<file path="src/sv/csim_pkg.sv">
package csim_pkg;

  localparam int LANES   = 4;
  localparam int EW      = 16;
  localparam int CW      = 3;
  localparam int DOT_W   = 44;
  localparam int SQ_W    = 43;
  localparam int MAG_W   = 44;
  localparam int HALF_W  = MAG_W / 2;
  localparam int PROD_W  = 2 * MAG_W;
  localparam int WIDE_W  = 122;
  localparam int RES_W   = 16;
  localparam int R_W     = RES_W + 1;
  localparam int STEP_W  = 4;
  localparam int MCNT_W  = 4;
  localparam int QDEPTH  = 2;
  localparam int QPTR_W  = $clog2(QDEPTH);
  localparam int LSUM_W  = 2 * EW + 2;
  localparam int ACC_X_W = DOT_W + 2;

  localparam logic signed [DOT_W-1:0] DOT_MAX = {1'b0, {(DOT_W-1){1'b1}}};
  localparam logic signed [DOT_W-1:0] DOT_MIN = {1'b1, {(DOT_W-1){1'b0}}};
  localparam logic [SQ_W-1:0]         SQ_MAX  = '1;
  localparam logic [R_W-1:0]          R_CAP   = R_W'(1) << (RES_W - 1);
  localparam logic [RES_W-1:0]        POS_MAX = {1'b0, {(RES_W-1){1'b1}}};
  localparam logic [MCNT_W-1:0]       MUL_STEPS = MCNT_W'(8);
  localparam logic [STEP_W-1:0]       TOP_STEP  = STEP_W'(RES_W - 1);

  // accumulated sums of one vector pair
  typedef struct packed {
    logic signed [DOT_W-1:0] dot;
    logic [SQ_W-1:0]         sqa;
    logic [SQ_W-1:0]         sqb;
  } acc_t;

endpackage

</file>
<file path="src/sv/csim_fifo.sv">
module csim_fifo (
  input  logic           clk,
  input  logic           rst_n,
  input  logic           push,
  output logic           push_ready,
  input  csim_pkg::acc_t push_data,
  output logic           pop_valid,
  input  logic           pop,
  output csim_pkg::acc_t pop_data,
  output logic           full
);
  import csim_pkg::*;

  acc_t              mem_r [QDEPTH];
  logic [QPTR_W-1:0] wr_ptr_r, rd_ptr_r;
  logic [QPTR_W:0]   count_r;

  assign full       = (count_r == (QPTR_W+1)'(QDEPTH));
  assign push_ready = !full;
  assign pop_valid  = (count_r != '0);
  assign pop_data   = mem_r[rd_ptr_r];

  always_ff @(posedge clk) begin
    if (!rst_n) begin
      wr_ptr_r <= '0;
      rd_ptr_r <= '0;
      count_r  <= '0;
    end else begin
      if (push) wr_ptr_r <= wr_ptr_r + 1'b1;
      if (pop)  rd_ptr_r <= rd_ptr_r + 1'b1;
      count_r <= count_r + (QPTR_W+1)'(push) - (QPTR_W+1)'(pop);
    end
  end

  always_ff @(posedge clk) begin
    if (push) mem_r[wr_ptr_r] <= push_data;
  end

endmodule

</file>
<file path="config.mk">
export PLATFORM = sky130hd
export DESIGN_NAME = csim_fifo
export DESIGN_NICKNAME = d
export VERILOG_FILES = /design/src/sv/csim_pkg.sv /design/src/sv/csim_fifo.sv
export SDC_FILE = /design/constraint.sdc
export NUM_CORES = 1
export LEC_CHECK = 0
export BUFFER_PORTS_ARGS = -buffer_cell sky130_fd_sc_hd__buf_2
export CORE_ASPECT_RATIO = 1.1
export CORE_UTILIZATION = 56
export DETAILED_ROUTE_END_ITERATION = 10
export PLACE_DENSITY_LB_ADDON = 0.3
export SLEW_MARGIN = 20
export SYNTH_ARGS = -nofsm -noshare
export SYNTH_HDL_FRONTEND = slang
export SYNTH_SLANG_ARGS = --single-unit
</file>
<file path="constraint.sdc">
create_clock -name clk -period 15.5 [get_ports clk]
set_input_delay 1.55 -clock clk [delete_from_list [all_inputs] [get_ports clk]]
set_output_delay 1.55 -clock clk [all_outputs]
set_load 0.1 [all_outputs]
</file>
==> results_dict.tcl <==
set metrics [dict create \
    status "completed" \
    rows 49 \
    required_ns 13.95 \
    synth_area_um2 9600 \
    cts_buffers 26 \
    place_congestion 0.736 \
    peakVddDrop_v 0.000129 \
    max_slew_margin_pct 28.5 \
    crit_end "pop_data[12]" \
    yosysSeqAreaShare_pct 82.4 \
    cts_root_buffer "clkbuf_16" \
    pre_cts_slack_ns 11.43 \
    cts_resized 0 \
    synthCells 426 \
    start_util_pct 58.0 \
    grt_use_total_pct 19.5 \
    worstSetupPathType "flop to output pin" \
    dieArea_um2 17700 \
    drt-initial-drc-count 308 \
    fmax_mhz 233 \
    rsz0062_at_grt "false" \
    post-route-util_pct 72.2 \
    clock_latency_ns 0.51 \
    wl_mm 17.5 \
    tns_ns 0 \
    yosys_warnings 0 \
    first_pass_iters 4 \
    wl_per_cell_um 18.8 \
    seq_power_share_pct 45.8 \
    synth-seq-cells 265 \
    crit-reg2reg-capture "mem_r[1][93]" \
    ys_types 13 \
    rr_startpoint "wr_ptr_r" \
    final-setup-viol-count 0 \
    drive_above_1_share_pct 60.4 \
    finalPower_mw 1.84 \
    slew_violations 0 \
    wirelength_met1_mm 6.78 \
    path_max_fanout 87 \
    finalNetCount 846 \
    grt_pass1_wl_mm 26.6 \
    ioPinCount 267 \
    p_leak_nw 4.51 \
    grt_pass1_vias 5116 \
    switching_share_pct 32.0 \
    crit_arrival_ns 2.75 \
    combPwrFrac_pct 22.3 \
    rrSetupSlack_ns 13.15 \
    fin_ws_ns 11.20 \
    synth_fp_nets 562 \
    final_antenna_net_count 0 \
    fp.dieW_um 127 \
    finalHoldViolCount 0 \
    dr_total_vias 4877 \
    post-route-drc-count 0 \
    finalCritPeriodShare_pct 27.7 \
    post_cts_buffers 0 \
    pwr_density_cell_nw_per_um2 154 \
    setup.worst_path.start_class "flop" \
    pwr-share-clk_pct 32.0 \
    avgSynthCellArea_um2 22.5 \
    cts.clk_slew.worst_paths_ns 0.06 \
    r2r_cells 2 \
    grt_antenna_before_repair 1 \
    dr.max_layer_used "met4" \
    min_path_type "flop to flop" \
    cp-end-kind "output pin" \
    tightestPinTransition_ns 1.07 \
    core_area_um2 16600 \
    p_switching_mw 0.588 \
    cts_tree "done" \
    area_growth_pct 24.4 \
    nFillCells 1050 \
    intPower_mw 1.25 \
    post_cts_hold_buffer_count 0 \
    grt_max_degree 88 \
    wl_met3_mm 1.35 \
    hpwl_mm 11.4 \
    fp.dieH_um 139 \
    layout_commonest_cell "buf_2" \
    overflow 0 \
    io_buffers 266 \
    finalCriticalPeriod_ns 4.30 \
    h-tree-depth 1 \
    clockBufferDepth 3 \
    cts.sinks 265 \
    skew_ns 0.0137 \
    cap_violations 0 \
    wl_met2_mm 8.96 \
    viasPerCell 5.23 \
    final_cell_mix "buf_2, edfxtp_1, mux2_2" \
]
-- cells in the mapped netlist --
| master | instances | area share (%) |
|---|---|---|
| edfxtp_1 | 260 | 81 |
| mux2_2 | 130 | 15 |
| buf_4 | 11 | 0.86 |
| dfxtp_1 | 5 | 1.0 |
| and2_1 | 4 | 0.26 |
| nor2b_1 | 4 | 0.26 |
| buf_2 | 3 | 0.16 |
| inv_1 | 3 | 0.12 |
| ha_1 | 2 | 0.26 |
| o21a_1 | 1 | 0.078 |
| or2_2 | 1 | 0.065 |
| xnor3_1 | 1 | 0.23 |
| xor2_1 | 1 | 0.091 |
-- metrics by stage --
stage / cells / instance area (µm²) / hold slack [ns]
floorplan: 426 / 9600 / 0.555
global placement: 886 / 11100 / 0.568
detailed placement: 886 / 11100 / 0.573
CTS: 931 / 11900 / 0.584
global route: 931 / 11900 / 0.615
finish: 932 / 11900 / 0.582
-- critical path, stage by stage, from the launching register on --
cell and delay (ns):
dfxtp_4 0.72, buf_6 0.70, mux2_2 0.31, buf_2 0.43
-- cell type report --
cell class,instances,area [µm²],area share (%)
Timing Repair Buffer,270,1370,11.4
Inverter,3,11.3,0.0943
Tap cell,204,255,2.14
Sequential cell,265,7910,66.2
Antenna cell,1,2.50,0.0209
Multi-Input combinational cell,144,1590,13.3
Clock inverter,16,123,1.03
Clock buffer,29,683,5.72
-- power groups by stage --
stage	Clock (mW)	Sequential, mW	Combinational [mW]
after floorplan	0	0.855	0.351
after global placement	0	0.855	0.407
after detailed placement	0	0.858	0.410
after CTS	0.602	0.843	0.412
after global routing	0.628	0.846	0.421
final	0.589	0.842	0.410
-- worst min path at each step --
stage	start	endpoint	depth (start not counted)
after floorplan	rd_ptr_r	flop	2
after global placement	rd_ptr_r	rd_ptr_r	2
after detailed placement	rd_ptr_r	flop	2
after CTS	rd_ptr_r	flop	2
after global routing	rd_ptr_r	flop	2
final	rd_ptr_r	rd_ptr_r	2
-- state kept, by name (all words and copies together) (netlist names), named ones only --
name,cells
count_r,2
wr_ptr_r,1
rd_ptr_r,1
mem_r,260
-- routing by layer --
layer  GRT usage, %  up-vias
met2           34.2      202
met1           23.1     2375
met5              0        -
met4           7.08        0
met3           5.31       33
li1               -     2267
-- kinds of logic after synthesis --
group	share of synthesized area, %
DFF	82.4
muxes	15.2
buffers and inverters	1.13
and+or+nand+nor	0.586
xor gates and xnor gates	0.326
adders and majority gates	0.261
AOI/OAI and AO/OA	0.0782
Power figures use the tool's default switching activity.
