--- src/sv/csim_pkg.sv ---
package csim_pkg;

  localparam int LANES   = 4;
  localparam int EW      = 16;
  localparam int CW      = 3;
  localparam int DOT_W   = 44;
  localparam int SQ_W    = 43;
  localparam int MAG_W   = 44;
  localparam int HALF_W  = MAG_W / 2;
  localparam int PROD_W  = 2 * MAG_W;
  localparam int WIDE_W  = 122;
  localparam int RES_W   = 16;
  localparam int R_W     = RES_W + 1;
  localparam int STEP_W  = 4;
  localparam int MCNT_W  = 4;
  localparam int QDEPTH  = 2;
  localparam int QPTR_W  = $clog2(QDEPTH);
  localparam int LSUM_W  = 2 * EW + 2;
  localparam int ACC_X_W = DOT_W + 2;

  localparam logic signed [DOT_W-1:0] DOT_MAX = {1'b0, {(DOT_W-1){1'b1}}};
  localparam logic signed [DOT_W-1:0] DOT_MIN = {1'b1, {(DOT_W-1){1'b0}}};
  localparam logic [SQ_W-1:0]         SQ_MAX  = '1;
  localparam logic [R_W-1:0]          R_CAP   = R_W'(1) << (RES_W - 1);
  localparam logic [RES_W-1:0]        POS_MAX = {1'b0, {(RES_W-1){1'b1}}};
  localparam logic [MCNT_W-1:0]       MUL_STEPS = MCNT_W'(8);
  localparam logic [STEP_W-1:0]       TOP_STEP  = STEP_W'(RES_W - 1);

  // accumulated sums of one vector pair
  typedef struct packed {
    logic signed [DOT_W-1:0] dot;
    logic [SQ_W-1:0]         sqa;
    logic [SQ_W-1:0]         sqb;
  } acc_t;

endpackage

--- src/sv/csim_back.sv ---
module csim_back (
  input  logic                       clk,
  input  logic                       rst_n,
  input  logic                       q_valid,
  output logic                       q_pop,
  input  csim_pkg::acc_t             q_data,
  output logic                       out_valid,
  input  logic                       out_ready,
  output logic [csim_pkg::RES_W-1:0] out_similarity,
  output logic                       out_zero_norm
);
  import csim_pkg::*;

  typedef enum logic [1:0] {ST_IDLE, ST_MUL, ST_SRCH, ST_OUT} state_t;

  state_t                    state_r;
  logic                      neg_r;
  logic [MAG_W-1:0]          mag_r, sa_r, sb_r;
  logic [MCNT_W-1:0]         cnt_r;
  logic [PROD_W-1:0]         prod_r, pacc_r, lacc_r, pp_shift;
  logic [HALF_W-1:0]         op_a, op_b;
  logic [MAG_W-1:0]          src_a, src_b;
  logic [2:0]                pj;
  logic [STEP_W-1:0]         k_r;
  logic [R_W-1:0]            r_r, cand_r, r_fin;
  logic signed [WIDE_W-1:0]  s2p_r, sp_r, p_w, l_w, cand_sp, cand_s2p;
  logic [5:0]                sh2;
  logic                      take;
  logic [RES_W-1:0]          sim_nxt;
  logic [MAG_W-1:0]          mag_nxt;

  assign q_pop     = (state_r == ST_IDLE) && q_valid;
  assign out_valid = (state_r == ST_OUT);

  assign mag_nxt = q_data.dot[DOT_W-1] ? MAG_W'(-q_data.dot) : MAG_W'(q_data.dot);

  // partial product select: first four build sa*sb, last four mag*mag
  always_comb begin
    src_a = cnt_r[2] ? mag_r : sa_r;
    src_b = cnt_r[2] ? mag_r : sb_r;
    op_a  = cnt_r[1] ? src_a[MAG_W-1:HALF_W] : src_a[HALF_W-1:0];
    op_b  = cnt_r[0] ? src_b[MAG_W-1:HALF_W] : src_b[HALF_W-1:0];
    pj    = 3'(cnt_r - 1'b1);
    case ({pj[1], pj[0]})
      2'b00:   pp_shift = prod_r;
      2'b11:   pp_shift = prod_r << (2 * HALF_W);
      default: pp_shift = prod_r << HALF_W;
    endcase
  end

  // one bit of the quotient search per cycle
  always_comb begin
    p_w      = $signed(WIDE_W'(pacc_r));
    l_w      = $signed(WIDE_W'(lacc_r) << (2 * 2 * EW / 2));
    sh2      = {1'b0, k_r, 1'b0} + 6'd2;
    cand_r   = r_r + (R_W'(1) << k_r);
    cand_sp  = sp_r + (p_w << ({2'b00, k_r} + 6'd1));
    cand_s2p = s2p_r + (sp_r << ({2'b00, k_r} + 6'd2)) + (p_w << sh2);
    take     = (cand_r <= R_CAP) && (cand_s2p <= l_w);
    r_fin    = take ? cand_r : r_r;
    if (neg_r) begin
      sim_nxt = RES_W'(-r_fin[RES_W-1:0]);
    end else begin
      sim_nxt = (r_fin > R_W'(POS_MAX)) ? POS_MAX : r_fin[RES_W-1:0];
    end
  end

  always_ff @(posedge clk) begin
    if (!rst_n) begin
      state_r <= ST_IDLE;
    end else begin
      case (state_r)
        ST_IDLE: begin
          if (q_valid) begin
            neg_r  <= q_data.dot[DOT_W-1];
            mag_r  <= mag_nxt;
            sa_r   <= MAG_W'(q_data.sqa);
            sb_r   <= MAG_W'(q_data.sqb);
            cnt_r  <= '0;
            pacc_r <= '0;
            lacc_r <= '0;
            if (q_data.sqa == '0 || q_data.sqb == '0) begin
              out_similarity <= '0;
              out_zero_norm  <= 1'b1;
              state_r        <= ST_OUT;
            end else begin
              state_r <= ST_MUL;
            end
          end
        end
        ST_MUL: begin
          prod_r <= PROD_W'(op_a) * PROD_W'(op_b);
          cnt_r  <= cnt_r + 1'b1;
          if (cnt_r != '0) begin
            if (pj[2]) lacc_r <= lacc_r + pp_shift;
            else       pacc_r <= pacc_r + pp_shift;
          end
          if (cnt_r == MUL_STEPS) begin
            r_r     <= '0;
            s2p_r   <= p_w;
            sp_r    <= -p_w;
            k_r     <= TOP_STEP;
            state_r <= ST_SRCH;
          end
        end
        ST_SRCH: begin
          if (take) begin
            r_r   <= cand_r;
            sp_r  <= cand_sp;
            s2p_r <= cand_s2p;
          end
          k_r <= k_r - 1'b1;
          if (k_r == '0) begin
            out_similarity <= sim_nxt;
            out_zero_norm  <= 1'b0;
            state_r        <= ST_OUT;
          end
        end
        ST_OUT: begin
          if (out_ready) state_r <= ST_IDLE;
        end
        default: state_r <= ST_IDLE;
      endcase
    end
  end

endmodule

--- config.mk ---
export PLATFORM = sky130hd
export DESIGN_NAME = csim_back
export DESIGN_NICKNAME = d
export VERILOG_FILES = /design/src/sv/csim_pkg.sv /design/src/sv/csim_back.sv
export SDC_FILE = /design/constraint.sdc
export NUM_CORES = 2
export LEC_CHECK = 0
export ABC_AREA = 1
export BUFFER_PORTS_ARGS = -buffer_cell sky130_fd_sc_hd__buf_2
export CORE_MARGIN = 2
export CORE_UTILIZATION = 50
export CTS_CLUSTER_SIZE = 20
export DETAILED_ROUTE_END_ITERATION = 8
export HOLD_SLACK_MARGIN = 0.15
export PLACE_DENSITY = 0.76
export SYNTH_ARGS = -nofsm -noshare
export SYNTH_HDL_FRONTEND = slang
export SYNTH_SLANG_ARGS = --single-unit
export TNS_END_PERCENT = 50
--- constraint.sdc ---
create_clock -name clk -period 24.5 [get_ports clk]
set_input_delay 1.225 -clock clk [delete_from_list [all_inputs] [get_ports clk]]
set_output_delay 1.225 -clock clk [all_outputs]
set_load 0.05 [all_outputs]
==> impl_metrics.env <==
export IMPL_path_class="register to register"
export IMPL_numClockSinks=639
export IMPL_avgSynthCellArea_um2=6.80
export IMPL_drt_total_wl_um=399000
export IMPL_cp_max_fo=86
export IMPL_rsz0062_at_grt="no"
export IMPL_fillers=18500
export IMPL_cts_buffers=84
export IMPL_hold_path_class="register to register"
export IMPL_dpl_hpwl_um=325000
export IMPL_clkTransAtPathRegs_ns=0.06
export IMPL_synthTopCellsByCount="3,190 x nand2_1, 2,066 x inv_1, 1,356 x o21ai_0"
export IMPL_rows=157
export IMPL_cts_resized=0
export IMPL_synth_cell_types=67
export IMPL_areaGrowthSynthToFinish_pct=7.13
export IMPL_first_pass_iters=8
export IMPL_synth_area_um2=92600
export IMPL_drive_gt1_share_pct=4.55
export IMPL_timing_final_crit_period_ns=13.46
export IMPL_boundaryPins=153
export IMPL_timing_rr_end="sp_r[63]"
export IMPL_clk_path_buf_depth=3
export IMPL_slowest_stage="o21ai_0"
export IMPL_cap_violations=1
export IMPL_status="finished, violations left"
export IMPL_rr_worst_depth=46
export IMPL_hold_worst_slack_ns=0.604
export IMPL_synth_async_sr_flop_share_pct=0
export IMPL_wl_per_cell_um=24.9
export IMPL_synth_top_area_share_pct=20.7
export IMPL_clk_latency_ns=0.78
export IMPL_worst_pin_slew_ns=1.61
export IMPL_die_area_um2=189000
export IMPL_endpoint_kind="register"
export IMPL_cp_start_kind="register"
export IMPL_synth_most_common_cell="nand2_1"
export IMPL_drt_initial_drc_count=13400
export IMPL_final_hold_viol_count=0
export IMPL_grt_pass1_wl_um=582000
export IMPL_min_from="r_r[16]"
export IMPL_grt_ovfl_total=0
export IMPL_post_dp_cell_area_um2=96100
export IMPL_finalCritPeriodShare_pct=55.0
export IMPL_crit_top_cell="nand2_1"
export IMPL_core_area_um2=183000
export IMPL_synth_flop_cell="edfxtp_1"
export IMPL_crit_path_end="sp_r[63]"
export IMPL_synth_fp_nets=15000
export IMPL_die_w_um=434
export IMPL_gp_congestion=1.14
export IMPL_ff2ff_setup_slack_ns=11.04
export IMPL_ys_top_cells_by_area="edfxtp_1 21%, nand2_1 13%, fa_1 11%"
export IMPL_crit_arrival_ns=13.85
export IMPL_synth_edf_count=637
export IMPL_fmax_ghz=0.0743
export IMPL_nNetsFinal=14900
export IMPL_relSlewSlack_pct=-8.08
export IMPL_die_height_um=434
export IMPL_vias_per_cell=6.09
export IMPL_ant_nets=0
export IMPL_critPathRequiredTime_ns=24.88
export IMPL_violations="max-capacitance violations, max-slew violations"
export IMPL_track_usage_pct=41.5
export IMPL_skew_ns=0.0677
export IMPL_postLayoutCellArea_um2=99200
export IMPL_antenna_found_initial=13
export IMPL_netlist_instances=13600
export IMPL_setup_viol=0
export IMPL_yosys_warnings=0
export IMPL_drc_errors=0
export IMPL_cts_tree="yes"
export IMPL_synth_seq_area_share_pct=20.7
export IMPL_dr_total_vias=97800
export IMPL_postSynthRegisterBits=639
export IMPL_htreeDepth=3
export IMPL_synth_top_area_cell="edfxtp_1"
export IMPL_ctsRootBufferMaster="clkbuf_16"
export IMPL_cp_startpoint="k_r[1]"
export IMPL_postCtsSetupBuffers=0
export IMPL_ctsHoldBuffers=0
export IMPL_crit_path_max_incr_delay_ns=1.15
export IMPL_r2r_start="k_r[1]"
export IMPL_io_buffers=152
export IMPL_grt_pass1_vias=91900
export IMPL_slew_violations=3
export IMPL_grt_max_degree=148
export IMPL_start_util_pct=50.4
## worst max-delay path: cells and delay by family (launching register included)
family | cells | cell delay [ns]
AND/OR/NAND/NOR | 22 | 3.00
adder cells (fa/ha/maj) | 4 | 1.78
XOR/XNOR | 1 | 0.23
flip-flops | 1 | 0.97
AO/OA/AOI/OAI | 13 | 4.14
buffers and inverters | 6 | 2.75
## metal layers
metal | routed length [um] | part of all wire, % | vias up | track usage [%]
met4 | 28200 | 7.1 | 14 | 24.6
met5 | 138 | 0.035 | - | 0
met3 | 50000 | 13 | 1311 | 8.89
met2 | 166000 | 41 | 6484 | 61.3
met1 | 156000 | 39 | 45200 | 55.7
li1 | - | - | 44700 | -
## worst min path at each step
stage | end | cells after the start | slack (ns)
2_1_floorplan | state_r[1] | 2 | 0.54
3_3_place_gp | r_r[16] | 2 | 0.57
3_5_place_dp | r_r[16] | 2 | 0.58
4_1_cts | r_r[16] | 2 | 0.60
5_1_grt | r_r[16] | 2 | 0.63
6_report | r_r[16] | 2 | 0.60
## layout make-up
class                   instances  area [um^2]  share of cell area [%]
multi-input cells           10400        64100                    64.6
clock inverters                66          887                   0.895
flip-flops and latches        639        19200                    19.3
well taps                    2464         3080                    3.11
repair buffers                304         1930                    1.94
inverters                    2090         7880                    7.94
diodes                          6         15.0                  0.0151
clock buffers                  89         2120                    2.14
## kinds of logic after synthesis
group,Yosys count,share of synthesized area [%]
adders and majority gates,1222,20.8
AOI/OAI and AO/OA,3331,19.4
DFF,639,20.7
xor gates and xnor gates,301,2.86
and+or+nand+nor,5259,22.8
buffers and inverters,2582,10.6
muxes,271,2.93
## cells in the final DEF, fill, tap and decap left out, drive strengths merged, types with 91 or more instances in the layout
cell    instances
a21oi        1306
a31oi         201
buf           304
edfxtp        637
fa            523
ha            699
inv          2087
mux2i         271
nand2        3210
nand3         449
nor2         1292
nor3          116
o21a           97
o21ai        1409
xnor2          91
xor2          210
## flip-flops by register name, indices dropped and copies added, names as in the netlist, 17 cells and up
name and count:
r_r 17, pacc_r 88, mag_r 44, lacc_r 88, sb_r 43, s2p_r 122, sa_r 43, sp_r 122
prod_r 44
## stage by stage
step / setup TNS [ns] / utilization, % / setup slack, ns / std cells
after floorplan: -285.82 / - / -1.17 / 13600
after global placement: 0 / 52.4 / 11.61 / 15900
after detailed placement: 0 / 52.4 / 11.49 / 15900
after CTS: 0 / 54.0 / 11.42 / 16000
after global routing: 0 / 54.0 / 10.56 / 16000
final: 0 / 54.0 / 11.04 / 16000
Power is not shown: default switching activity piles up to over one toggle a cycle in this logic, so the estimate is an artifact.
